File: src/rtl/core/mpi_pkg.sv
// mpi_pkg: shared widths, controller states, datapath commands and status
// for the mountain range proof index block; no dependencies
`default_nettype none

package mpi_pkg;

  // fixed field widths
  localparam int DATA_W    = 64;
  localparam int EXTRA_W   = 3;
  // bits of the proof word that can hold a slot
  localparam int WORD_BITS = 64;
  // slot counter: up to 7 + 70 steps of 8 slots stays below 1024
  localparam int SLOT_W    = 10;
  localparam int STRIDE_W  = EXTRA_W + 1;
  // counts of set bits in a 64-bit size, 0..64
  localparam int CNT_W     = 7;
  localparam int IDX_W     = $clog2(WORD_BITS);

  // controller states
  typedef enum logic [2:0] {
    ST_IDLE,
    ST_WALK,
    ST_SCAN,
    ST_TREE,
    ST_DONE
  } mpi_state_t;

  // datapath commands
  typedef enum logic [2:0] {
    OP_NONE,
    OP_LOAD,
    OP_CLIMB,
    OP_PEAK,
    OP_SCAN,
    OP_TREE,
    OP_EMIT
  } mpi_op_t;

  // datapath status seen by the controller
  typedef struct packed {
    logic layer_end;
    logic at_peak;
    logic scan_last;
    logic tree_end;
  } mpi_status_t;

endpackage

`default_nettype wire

File: src/rtl/core/mpi_datapath.sv
// mpi_datapath: layer walk, peak count scan and peak tree walk registers
// depends on mpi_pkg; driven by mpi_ctrl through mpi_op_t commands
`default_nettype none

module mpi_datapath (
  input  wire logic                         clk,
  input  wire logic [mpi_pkg::DATA_W-1:0]   in_position,
  input  wire logic [mpi_pkg::DATA_W-1:0]   in_view_size,
  input  wire logic [mpi_pkg::EXTRA_W-1:0]  in_extra_hashes,
  input  wire mpi_pkg::mpi_op_t             op,
  output mpi_pkg::mpi_status_t              status,
  output logic [mpi_pkg::DATA_W-1:0]        out_proof_index
);
  import mpi_pkg::*;

  logic [DATA_W-1:0]   p_r, p_nxt;
  logic [DATA_W-1:0]   lsize_r, lsize_nxt;
  logic [DATA_W-1:0]   ret_r, ret_nxt;
  logic [DATA_W-1:0]   out_r, out_nxt;
  logic [SLOT_W-1:0]   slot_r, slot_nxt;
  logic [STRIDE_W-1:0] stride_r, stride_nxt;
  logic [CNT_W-1:0]    below_r, below_nxt;
  logic [CNT_W-1:0]    q_r, q_nxt;
  logic [CNT_W-1:0]    s_r, s_nxt;
  logic                triv_r, triv_nxt;

  logic [DATA_W-1:0]   slot_mask;
  logic [SLOT_W-1:0]   slot_adv;
  logic                has_right;
  logic [3:0]          pop_lo;
  logic [CNT_W-1:0]    q_sum;
  logic                tree_take;

  // count of set bits in one byte
  function automatic logic [3:0] pop8(input logic [7:0] v);
    logic [3:0] c;
    c = '0;
    for (int i = 0; i < 8; i++) begin
      c = c + {3'b000, v[i]};
    end
    return c;
  endfunction

  // one-hot slot bit, dropped once the slot runs past the word
  assign slot_mask = (slot_r < SLOT_W'(WORD_BITS)) ?
                     (DATA_W'(1) << slot_r[IDX_W-1:0]) : '0;
  assign slot_adv  = slot_r + SLOT_W'(stride_r);

  // even node still has a right neighbour in its layer
  assign has_right = {1'b0, lsize_r} > ({1'b0, p_r} + 65'd1);

  // peak index scan, one byte of the upper size bits a cycle
  assign pop_lo = pop8(lsize_r[7:0]);
  assign q_sum  = q_r + CNT_W'(pop_lo);

  // peak tree level takes a slot unless the node passes through
  assign tree_take = (q_r < (s_r - CNT_W'(1))) || q_r[0];

  assign status.layer_end = triv_r || (lsize_r == '0);
  assign status.at_peak   = !p_r[0] && !has_right;
  assign status.scan_last = (lsize_r[DATA_W-1:8] == '0);
  assign status.tree_end  = (s_r <= CNT_W'(1));

  // next values per command
  always_comb begin
    p_nxt      = p_r;
    lsize_nxt  = lsize_r;
    ret_nxt    = ret_r;
    out_nxt    = out_r;
    slot_nxt   = slot_r;
    stride_nxt = stride_r;
    below_nxt  = below_r;
    q_nxt      = q_r;
    s_nxt      = s_r;
    triv_nxt   = triv_r;
    case (op)
      OP_LOAD: begin
        p_nxt      = in_position;
        lsize_nxt  = in_view_size;
        ret_nxt    = '0;
        slot_nxt   = SLOT_W'(in_extra_hashes);
        stride_nxt = STRIDE_W'(in_extra_hashes) + STRIDE_W'(1);
        below_nxt  = '0;
        q_nxt      = '0;
        s_nxt      = '0;
        triv_nxt   = (in_position == '0) || (in_position >= in_view_size);
      end
      OP_CLIMB: begin
        if (p_r[0]) begin
          ret_nxt = ret_r | slot_mask;
        end
        slot_nxt  = slot_adv;
        p_nxt     = p_r >> 1;
        lsize_nxt = lsize_r >> 1;
        below_nxt = below_r + CNT_W'(lsize_r[0]);
      end
      OP_PEAK: begin
        below_nxt = below_r + CNT_W'(lsize_r[0]);
        lsize_nxt = lsize_r >> 1;
        q_nxt     = '0;
      end
      OP_SCAN: begin
        q_nxt     = q_sum;
        lsize_nxt = lsize_r >> 8;
        s_nxt     = below_r + q_sum;
      end
      OP_TREE: begin
        if (tree_take) begin
          if (q_r[0]) begin
            ret_nxt = ret_r | slot_mask;
          end
          slot_nxt = slot_adv;
        end
        q_nxt = q_r >> 1;
        s_nxt = (s_r >> 1) + CNT_W'(s_r[0]);
      end
      OP_EMIT: begin
        out_nxt = ret_r;
      end
      default: begin
      end
    endcase
  end

  // payload registers
  always_ff @(posedge clk) begin
    p_r      <= p_nxt;
    lsize_r  <= lsize_nxt;
    ret_r    <= ret_nxt;
    out_r    <= out_nxt;
    slot_r   <= slot_nxt;
    stride_r <= stride_nxt;
    below_r  <= below_nxt;
    q_r      <= q_nxt;
    s_r      <= s_nxt;
    triv_r   <= triv_nxt;
  end

  assign out_proof_index = out_r;

endmodule

`default_nettype wire

File: src/rtl/core/mpi_ctrl.sv
// mpi_ctrl: state machine that sequences the datapath and owns both handshakes
// depends on mpi_pkg
`default_nettype none

module mpi_ctrl (
  input  wire logic                 clk,
  input  wire logic                 rst_n,
  input  wire logic                 in_valid,
  output logic                      in_stall,
  output logic                      out_valid,
  input  wire logic                 out_stall,
  input  wire mpi_pkg::mpi_status_t status,
  output mpi_pkg::mpi_op_t          op
);
  import mpi_pkg::*;

  mpi_state_t state_r, state_nxt;
  logic       out_valid_r, out_valid_nxt;

  // state and output valid registers
  always_ff @(posedge clk) begin
    if (!rst_n) begin
      state_r     <= ST_IDLE;
      out_valid_r <= 1'b0;
    end else begin
      state_r     <= state_nxt;
      out_valid_r <= out_valid_nxt;
    end
  end

  // next state and commands
  always_comb begin
    state_nxt     = state_r;
    op            = OP_NONE;
    out_valid_nxt = out_valid_r && out_stall;
    in_stall      = (state_r != ST_IDLE);
    case (state_r)
      ST_IDLE: begin
        if (in_valid) begin
          op        = OP_LOAD;
          state_nxt = ST_WALK;
        end
      end
      ST_WALK: begin
        if (status.layer_end) begin
          state_nxt = ST_DONE;
        end else if (status.at_peak) begin
          op        = OP_PEAK;
          state_nxt = ST_SCAN;
        end else begin
          op = OP_CLIMB;
        end
      end
      ST_SCAN: begin
        op = OP_SCAN;
        if (status.scan_last) begin
          state_nxt = ST_TREE;
        end
      end
      ST_TREE: begin
        if (status.tree_end) begin
          state_nxt = ST_DONE;
        end else begin
          op = OP_TREE;
        end
      end
      ST_DONE: begin
        if (!out_valid_r || !out_stall) begin
          op            = OP_EMIT;
          out_valid_nxt = 1'b1;
          state_nxt     = ST_IDLE;
        end
      end
      default: begin
        state_nxt = ST_IDLE;
      end
    endcase
  end

  assign out_valid = out_valid_r;

endmodule

`default_nettype wire

File: src/rtl/core/mmr_proof_index.sv
// mmr_proof_index: top level, joins the controller and the datapath
// depends on mpi_pkg, mpi_ctrl and mpi_datapath
`default_nettype none

// Computes the proof-direction word for one leaf of a mountain range view:
// one bit slot per proof step (set when the sibling is on the left), each
// step followed by extra_hashes skipped slots, walking up the layers and then
// through the tree of peaks. One transaction is worked on at a time. An item
// climbs one layer per step (up to 64 layers); on reaching a peak it counts
// the peak index from the remaining size bits a byte at a time and then walks
// the peak tree one level per step (up to 6 levels). A position of zero or not
// below the view size goes straight to the result. The layer walk runs one
// layer per cycle through the shared datapath. The result sits in an output
// register, so a new input is taken while it waits.
module mmr_proof_index (
  input  wire logic                         clk,
  input  wire logic                         rst_n,
  input  wire logic                         in_valid,
  output logic                              in_stall,
  input  wire logic [mpi_pkg::DATA_W-1:0]   in_position,
  input  wire logic [mpi_pkg::DATA_W-1:0]   in_view_size,
  input  wire logic [mpi_pkg::EXTRA_W-1:0]  in_extra_hashes,
  output logic                              out_valid,
  input  wire logic                         out_stall,
  output logic [mpi_pkg::DATA_W-1:0]        out_proof_index
);
  import mpi_pkg::*;

  mpi_op_t     op;
  mpi_status_t status;

  // sequencer
  mpi_ctrl u_ctrl (
    .clk       (clk),
    .rst_n     (rst_n),
    .in_valid  (in_valid),
    .in_stall  (in_stall),
    .out_valid (out_valid),
    .out_stall (out_stall),
    .status    (status),
    .op        (op)
  );

  // walk registers and output register
  mpi_datapath u_datapath (
    .clk             (clk),
    .in_position     (in_position),
    .in_view_size    (in_view_size),
    .in_extra_hashes (in_extra_hashes),
    .op              (op),
    .status          (status),
    .out_proof_index (out_proof_index)
  );

endmodule

`default_nettype wire

File: config.mk
export PLATFORM = sky130hd
export DESIGN_NAME = mmr_proof_index
export DESIGN_NICKNAME = d
export VERILOG_FILES = /design/src/rtl/core/mpi_pkg.sv /design/src/rtl/core/mpi_datapath.sv /design/src/rtl/core/mpi_ctrl.sv /design/src/rtl/core/mmr_proof_index.sv
export SDC_FILE = /design/constraint.sdc
export NUM_CORES = 1
export LEC_CHECK = 0
export BUFFER_PORTS_ARGS = -buffer_cell sky130_fd_sc_hd__clkbuf_2
export CAP_MARGIN = 0
export CORE_UTILIZATION = 50
export CTS_BUF_LIST = sky130_fd_sc_hd__clkbuf_8
export CTS_CLUSTER_SIZE = 14
export DETAILED_ROUTE_END_ITERATION = 12
export PLACE_DENSITY = 0.78
export SLEW_MARGIN = 15
export SYNTH_ARGS = -nofsm -noshare
export SYNTH_HDL_FRONTEND = slang
export SYNTH_SLANG_ARGS = --single-unit
File: constraint.sdc
create_clock -name clk -period 6.8 [get_ports clk]
set_clock_uncertainty 0.15 [all_clocks]
set_input_delay 1.02 -clock clk [delete_from_list [all_inputs] [get_ports clk]]
set_output_delay 1.02 -clock clk [all_outputs]
set_load 0.1 [all_outputs]
==> results.py, run 1 <==
metrics = {
    "cells_and_area": {
        "drive_gt1_frac": 0.203,
        "area_growth_pct": 13.0,
        "nets": 2064,
        "instances_no_fill": 2252,
        "final_common_cell": "edfxtp_1",
        "final_cell_mix": "292 x edfxtp_1, 200 x clkbuf_2, 160 x ha_1",
        "antenna-diode-count": 0,
        "stdcell_area_um2": 20000,
        "fin_util": 0.577,
    },
    "power_and_ir_drop": {
        "p_leak_uw": 0.00810,
        "irDropWorstVdd_mv": 0.175,
        "power_density_nw_per_um2": 311,
    },
    "placed_design": {
        "hpwl_um": 34700,
        "placedCellCount": 2165,
        "portBuffers": 200,
        "placed_area_um2": 19100,
        "place_congestion": 0.929,
    },
    "synthesis": {
        "ys_types": 72,
        "synth_top_area_cell": "edfxtp_1",
        "yosys_register_bits": 296,
        "yosysSeqAreaShare": 0.499,
        "synth_ff_type": "edfxtp_1",
        "synth_top_area_share": 0.494,
        "syn_area_um2": 17700,
        "yosysWarningCount": 0,
        "synth_area_leaders": "edfxtp_1 49%, ha_1 11%, mux2_4 3.1%",
        "avgSynthCellArea_um2": 11.5,
        "syn-num-nets": 1847,
        "synth-async-reset-ratio": 0,
        "netlist_instances": 1545,
        "synth_edf_count": 292,
    },
    "setup_path": {
        "timing.rr.start": "u_datapath.p_r[8]$_DFFE_PP_",
        "cp_slowest_cell": "buf_4",
        "crit_required_ns": 6.94,
        "r2r_end": "u_datapath.p_r[51]$_DFFE_PP_",
        "rrSetupSlack_ns": 0.99,
        "path_class": "reg -> reg",
        "slowest_delay_ns": 0.53,
        "start_kind": "flip-flop",
        "arrival_ns": 5.96,
        "reg2regPathDepth": 18,
        "startpoint": "u_datapath.p_r[8]$_DFFE_PP_",
        "path_max_fanout": 42,
        "endpoint": "u_datapath.p_r[51]$_DFFE_PP_",
        "cp-end-kind": "flip-flop",
        "path_cells": "and3_1, and3_1, nand4_1, nor2_4, nand4_2, nor2_2, nand4_1, xor2_1, ha_1, a2111oi_0, o21ai_0, a21oi_1, o221ai_1, a21oi_1, o21ai_4, nand2_4, buf_4, mux2_4",
    },
    "timing": {
        "finalSetupViolations": 0,
        "post-route-period-util": 0.855,
        "rsz0062_at_grt": "false",
        "min_period_ns": 5.81,
        "maxSlewHeadroom": 0.294,
        "fin_tns_setup_ns": 0,
        "timing.fmax_mhz": 172,
        "maxSlewViolCount": 0,
        "hold_violations": 0,
        "tightest_slew_ns": 1.06,
    },
    "detailed_routing": {
        "via_count": 13500,
        "vias_per_cell": 6.00,
        "initialDrtViolationCount": 1456,
        "wl_per_cell_um": 20.6,
        "wl_um": 46400,
        "ant_nets": 0,
        "dr.pass1.iters": 5,
        "drc": 0,
    },
    "clock_network": {
        "cts_setup_buffers": 0,
        "ctsLongestPathBuffers": 3,
        "root_buffer": "clkbuf_8",
        "cts_tree": "done",
        "cts_max_level": 2,
        "holdBufCountCts": 0,
        "insertion_delay_ns": 0.60,
        "cts_inserted_buffers": 50,
        "path_clk_slew_ns": 0.06,
        "ctsResizeCount": 0,
        "clock_sinks": 296,
    },
    "global_route": {
        "grt_max_degree": 76,
        "overflow": 0,
        "grt_usage": 0.254,
        "grt_pass1_wl_um": 71700,
        "antenna_found_initial": 1,
        "grt_pass1_vias": 13200,
    },
    "die": {
        "initial_utilization": 0.511,
        "coreArea_um2": 34700,
        "ios": 201,
        "die-area_um2": 36200,
        "die-width_um": 190,
        "die_h_um": 190,
        "num_rows": 68,
    },
    "job": {
        "maxCapViolations": 0,
    },
    "run_status": {
        "outcome": "complete, no violations",
    },
    "hold_path": {
        "hp-class": "reg -> reg",
    },
}
-- cells by family (layout without fill, tap and decap cells) --
| logic type | Yosys count | count (layout) | synth area share |
|---|---|---|---|
| adder cells (fa/ha/maj) | 167 | 167 | 0.121 |
| AND/OR/NAND/NOR | 423 | 423 | 0.124 |
| flip-flops | 296 | 296 | 0.499 |
| XOR/XNOR | 97 | 97 | 0.0479 |
| buffers and inverters | 157 | 409 | 0.0401 |
| multiplexers | 66 | 66 | 0.0497 |
| AO/OA/AOI/OAI | 339 | 339 | 0.119 |
-- layer usage --
layer / vias up / global-route usage / wire [um]
met4: 2 / 0.108 / 1850
met3: 116 / 0.0556 / 4070
met2: 649 / 0.419 / 21900
li1: 6270 / - / -
met1: 6472 / 0.321 / 18500
met5: - / 0 / 17
-- where the power goes --
part | leakage, uW | internal (uW) | switching [uW] | total, uW
Sequential | 0.00286 | 2440 | 377 | 2820
Clock | 0.000513 | 728 | 720 | 1450
Combinational | 0.00473 | 782 | 1180 | 1960
Total | 0.00810 | 3950 | 2280 | 6230
-- synthesized netlist by cell type, types with 41 or more instances --
cell type  number
edfxtp_1      292
ha_1          160
nor2_1        122
a21oi_1       108
inv_1         107
o21ai_0        87
nand2_1        68
a22oi_1        56
xor2_1         56
nand4_1        49
nand3_1        48
xnor2_1        41
-- layout make-up --
class	instances	area, um2
clock buffer	50	688
clock inverter	37	199
fill	2863	14700
inverter	108	405
multi-input combinational	1092	8220
sequential	296	8850
tap	455	569
timing repair buffer	214	1110
-- critical path: cells and delay by family (launching register included) --
family | cells | cell delay [ns]
AOI/OAI and AO/OA | 6 | 1.25
xor gates and xnor gates | 1 | 0.17
adders and majority gates | 1 | 0.20
buffers and inverters | 1 | 0.53
DFF | 1 | 0.42
muxes | 1 | 0.35
and+or+nand+nor | 8 | 2.42
-- worst min-delay path by stage --
stage	from	endpoint	cells after the start
after floorplan	u_datapath.ret_r[0]$_SDFFCE_PP0P_	u_datapath.out_proof_index[0]$_DFFE_PN_	0
after global placement	u_datapath.ret_r[52]$_SDFFCE_PP0P_	u_datapath.out_proof_index[52]$_DFFE_PN_	0
after detailed placement	u_datapath.ret_r[52]$_SDFFCE_PP0P_	u_datapath.out_proof_index[52]$_DFFE_PN_	0
after CTS	u_datapath.ret_r[23]$_SDFFCE_PP0P_	u_datapath.out_proof_index[23]$_DFFE_PN_	0
after global routing	u_datapath.ret_r[52]$_SDFFCE_PP0P_	u_datapath.out_proof_index[52]$_DFFE_PN_	0
final	u_datapath.ret_r[26]$_SDFFCE_PP0P_	u_datapath.out_proof_index[26]$_DFFE_PN_	0
-- per-stage QoR --
step	setup slack [ns]	power, uW	hold slack, ns
detailed placement	1.12	4780	0.287
finish	0.988	6230	0.298
CTS	1.05	6230	0.299
floorplan	0.137	4220	0.277
global placement	1.25	4690	0.286
global route	0.574	6570	0.310
-- flip-flops by register name (all words and copies together), names as in the netlist --
name,count
u_datapath.out_proof_index,64
u_datapath.q_r,7
u_datapath.stride_r,4
u_datapath.triv_r,1
u_datapath.p_r,64
u_datapath.ret_r,64
u_datapath.lsize_r,64
u_datapath.s_r,7
u_datapath.slot_r,10
u_ctrl.state_r,3
u_datapath.below_r,7
u_ctrl.out_valid,1
Note: power is estimated with default switching activity, not from simulation.
==> run 2: changes to the inputs <==
clock period = 5.13 ns   (was 6.8 ns; I/O delays follow)
==> run 2 against run 1 <==
Against the previous run: worst hold slack got worse by 0.0097 ns; register-to-register slack worse by 0.85 ns; wire length increased by 1.1%; utilization grew 1.1 points; cell count increased by 1.0%; global-route usage increased by 0.44 points; first-iteration DRC count decreased by 15%; flip-flop and latch count unchanged.
==> results.py, run 2 (same netlist as run 1, synthesis figures left out) <==
metrics = {
    "setup_path": {
        "endpoint": "u_datapath.s_r[5]$_DFFE_PP_",
        "start_kind": "flip-flop",
        "slowest_delay_ns": 0.59,
        "path_cells": "inv_2, ha_4, inv_2, fa_1, fa_1, fa_2, fa_2, fa_2, inv_1, ha_1, a21o_1, a21o_1, a21o_1, a21oi_2, xor2_1, o22ai_1",
        "rrSetupSlack_ns": 0.13,
        "path_max_fanout": 3,
        "reg2regPathDepth": 16,
        "startpoint": "u_datapath.lsize_r[1]$_DFFE_PP_",
        "cp_slowest_cell": "fa_2",
        "crit_required_ns": 5.25,
        "arrival_ns": 5.12,
        "cp-end-kind": "flip-flop",
        "timing.rr.start": "u_datapath.lsize_r[1]$_DFFE_PP_",
        "path_class": "reg -> reg",
        "r2r_end": "u_datapath.s_r[5]$_DFFE_PP_",
    },
    "global_route": {
        "grt_pass1_wl_um": 73200,
        "overflow": 0,
        "grt_pass1_vias": 13500,
        "grt_usage": 0.258,
        "grt_max_degree": 72,
        "antenna_found_initial": 0,
    },
    "timing": {
        "post-route-period-util": 0.974,
        "maxSlewViolCount": 0,
        "fin_tns_setup_ns": 0,
        "layout_setup_ws_ns": 0.134,
        "maxSlewHeadroom": 0.247,
        "timing.fmax_mhz": 200,
        "tightest_slew_ns": 1.11,
        "finalSetupViolations": 0,
        "hold_violations": 0,
        "min_period_ns": 5.00,
    },
    "power_and_ir_drop": {
        "power_frac_comb": 0.340,
        "irDropWorstVdd_mv": 0.275,
        "p_total_uw": 8680,
        "swShare": 0.365,
        "internal-power_uw": 5510,
        "p_leak_uw": 0.00827,
        "seqPwrFrac": 0.428,
        "power_density_nw_per_um2": 425,
        "switchingPower_uw": 3170,
        "clkPwrFrac": 0.232,
    },
    "detailed_routing": {
        "initialDrtViolationCount": 1234,
        "vias_per_cell": 6.03,
        "via_count": 13700,
        "met2_length_um": 22200,
        "wl_met1_um": 18800,
        "wl_um": 46900,
        "wl_per_cell_um": 20.6,
        "drc": 0,
        "top_layer": "met4",
        "ant_nets": 0,
        "dr_wl_met3_um": 4060,
        "dr.pass1.iters": 6,
    },
    "cells_and_area": {
        "final_cell_mix": "292 x edfxtp_1, 200 x clkbuf_2, 157 x ha_1",
        "final_common_cell": "edfxtp_1",
        "drive_gt1_frac": 0.226,
        "nets": 2084,
        "area_growth_pct": 15.2,
    },
    "clock_network": {
        "root_buffer": "clkbuf_8",
        "cts_max_level": 2,
        "clock_sinks": 296,
        "ctsLongestPathBuffers": 3,
        "cts_tree": "done",
        "path_clk_slew_ns": 0.06,
        "insertion_delay_ns": 0.59,
        "cts_inserted_buffers": 49,
    },
    "die": {
        "initial_utilization": 0.511,
        "die-area_um2": 36200,
        "num_rows": 68,
        "die-width_um": 190,
        "coreArea_um2": 34700,
        "ios": 201,
        "die_h_um": 190,
    },
    "placed_design": {
        "hpwl_um": 34900,
        "pre_cts_ws_ns": -0.00373,
        "portBuffers": 200,
        "place_congestion": 0.945,
    },
    "hold_path": {
        "hp-class": "reg -> reg",
    },
    "run_status": {
        "outcome": "complete, no violations",
    },
    "job": {
        "maxCapViolations": 0,
    },
}
run 2: timing repair:
action / CTS / global route
buffers inserted: 0 / 8
hold buffers: 0 / 0
setup endpoints to repair: 1 / 138
gates resized for setup: 1 / 26
endpoints found under the hold margin: 0 / 0
pin swaps: 0 / 16
run 2: area by class of cell:
type,count,area [um2]
Clock buffer,52,716
Clock inverter,36,231
Fill cell,2838,14300
Timing Repair Buffer,235,1330
Multi-Input combinational cell,1092,8340
Sequential cell,296,8850
Tap cell,455,569
Antenna cell,1,2.50
Inverter,108,405
run 2: worst max-delay path: cells and delay by family (launching register included):
family                   cells  cell delay (ns)
adder cells (fa/ha/maj)      7             3.02
AO/OA/AOI/OAI                5             0.79
flip-flops                   1             0.39
XOR/XNOR                     1             0.19
buffers and inverters        3             0.15
run 2: metrics by stage:
stage | std cells | hold slack, ns | util | cell area [um2]
floorplan | 1545 | 0.277 | - | 17700
global placement | 2178 | 0.284 | 0.556 | 19300
detailed placement | 2178 | 0.284 | 0.556 | 19300
CTS | 2266 | 0.276 | 0.583 | 20300
global route | 2274 | 0.298 | 0.589 | 20400
finish | 2275 | 0.288 | 0.589 | 20400
run 2: power by group through the flow:
| stage | clock, uW | combinational, uW | sequential [uW] |
|---|---|---|---|
| 3_3_place_gp | 0 | 2570 | 3720 |
| 4_1_cts | 2030 | 2720 | 3690 |
| 2_1_floorplan | 0 | 1860 | 3730 |
| 3_5_place_dp | 0 | 2670 | 3730 |
| 6_report | 2010 | 2950 | 3720 |
| 5_1_grt | 2150 | 3250 | 3750 |
run 2: worst min path at each step:
stage	startpoint	to	slack, ns	cells past startpoint
2_1_floorplan	u_datapath.ret_r[0]$_SDFFCE_PP0P_	u_datapath.out_proof_index[0]$_DFFE_PN_	0.28	0
3_3_place_gp	u_datapath.ret_r[57]$_SDFFCE_PP0P_	u_datapath.out_proof_index[57]$_DFFE_PN_	0.28	0
5_1_grt	in_extra_hashes[0]	u_datapath.stride_r[0]$_DFFE_PP_	0.30	2
3_5_place_dp	u_datapath.ret_r[55]$_SDFFCE_PP0P_	u_datapath.out_proof_index[55]$_DFFE_PN_	0.28	0
6_report	u_datapath.ret_r[55]$_SDFFCE_PP0P_	u_datapath.out_proof_index[55]$_DFFE_PN_	0.29	0
4_1_cts	in_extra_hashes[0]	u_datapath.stride_r[0]$_DFFE_PP_	0.28	2
run 2: metal layers:
layer / GRT usage / up-vias
met2: 0.425 / 694
met3: 0.0484 / 112
met1: 0.334 / 6579
met4: 0.107 / 0
li1: - / 6324
met5: 0 / -
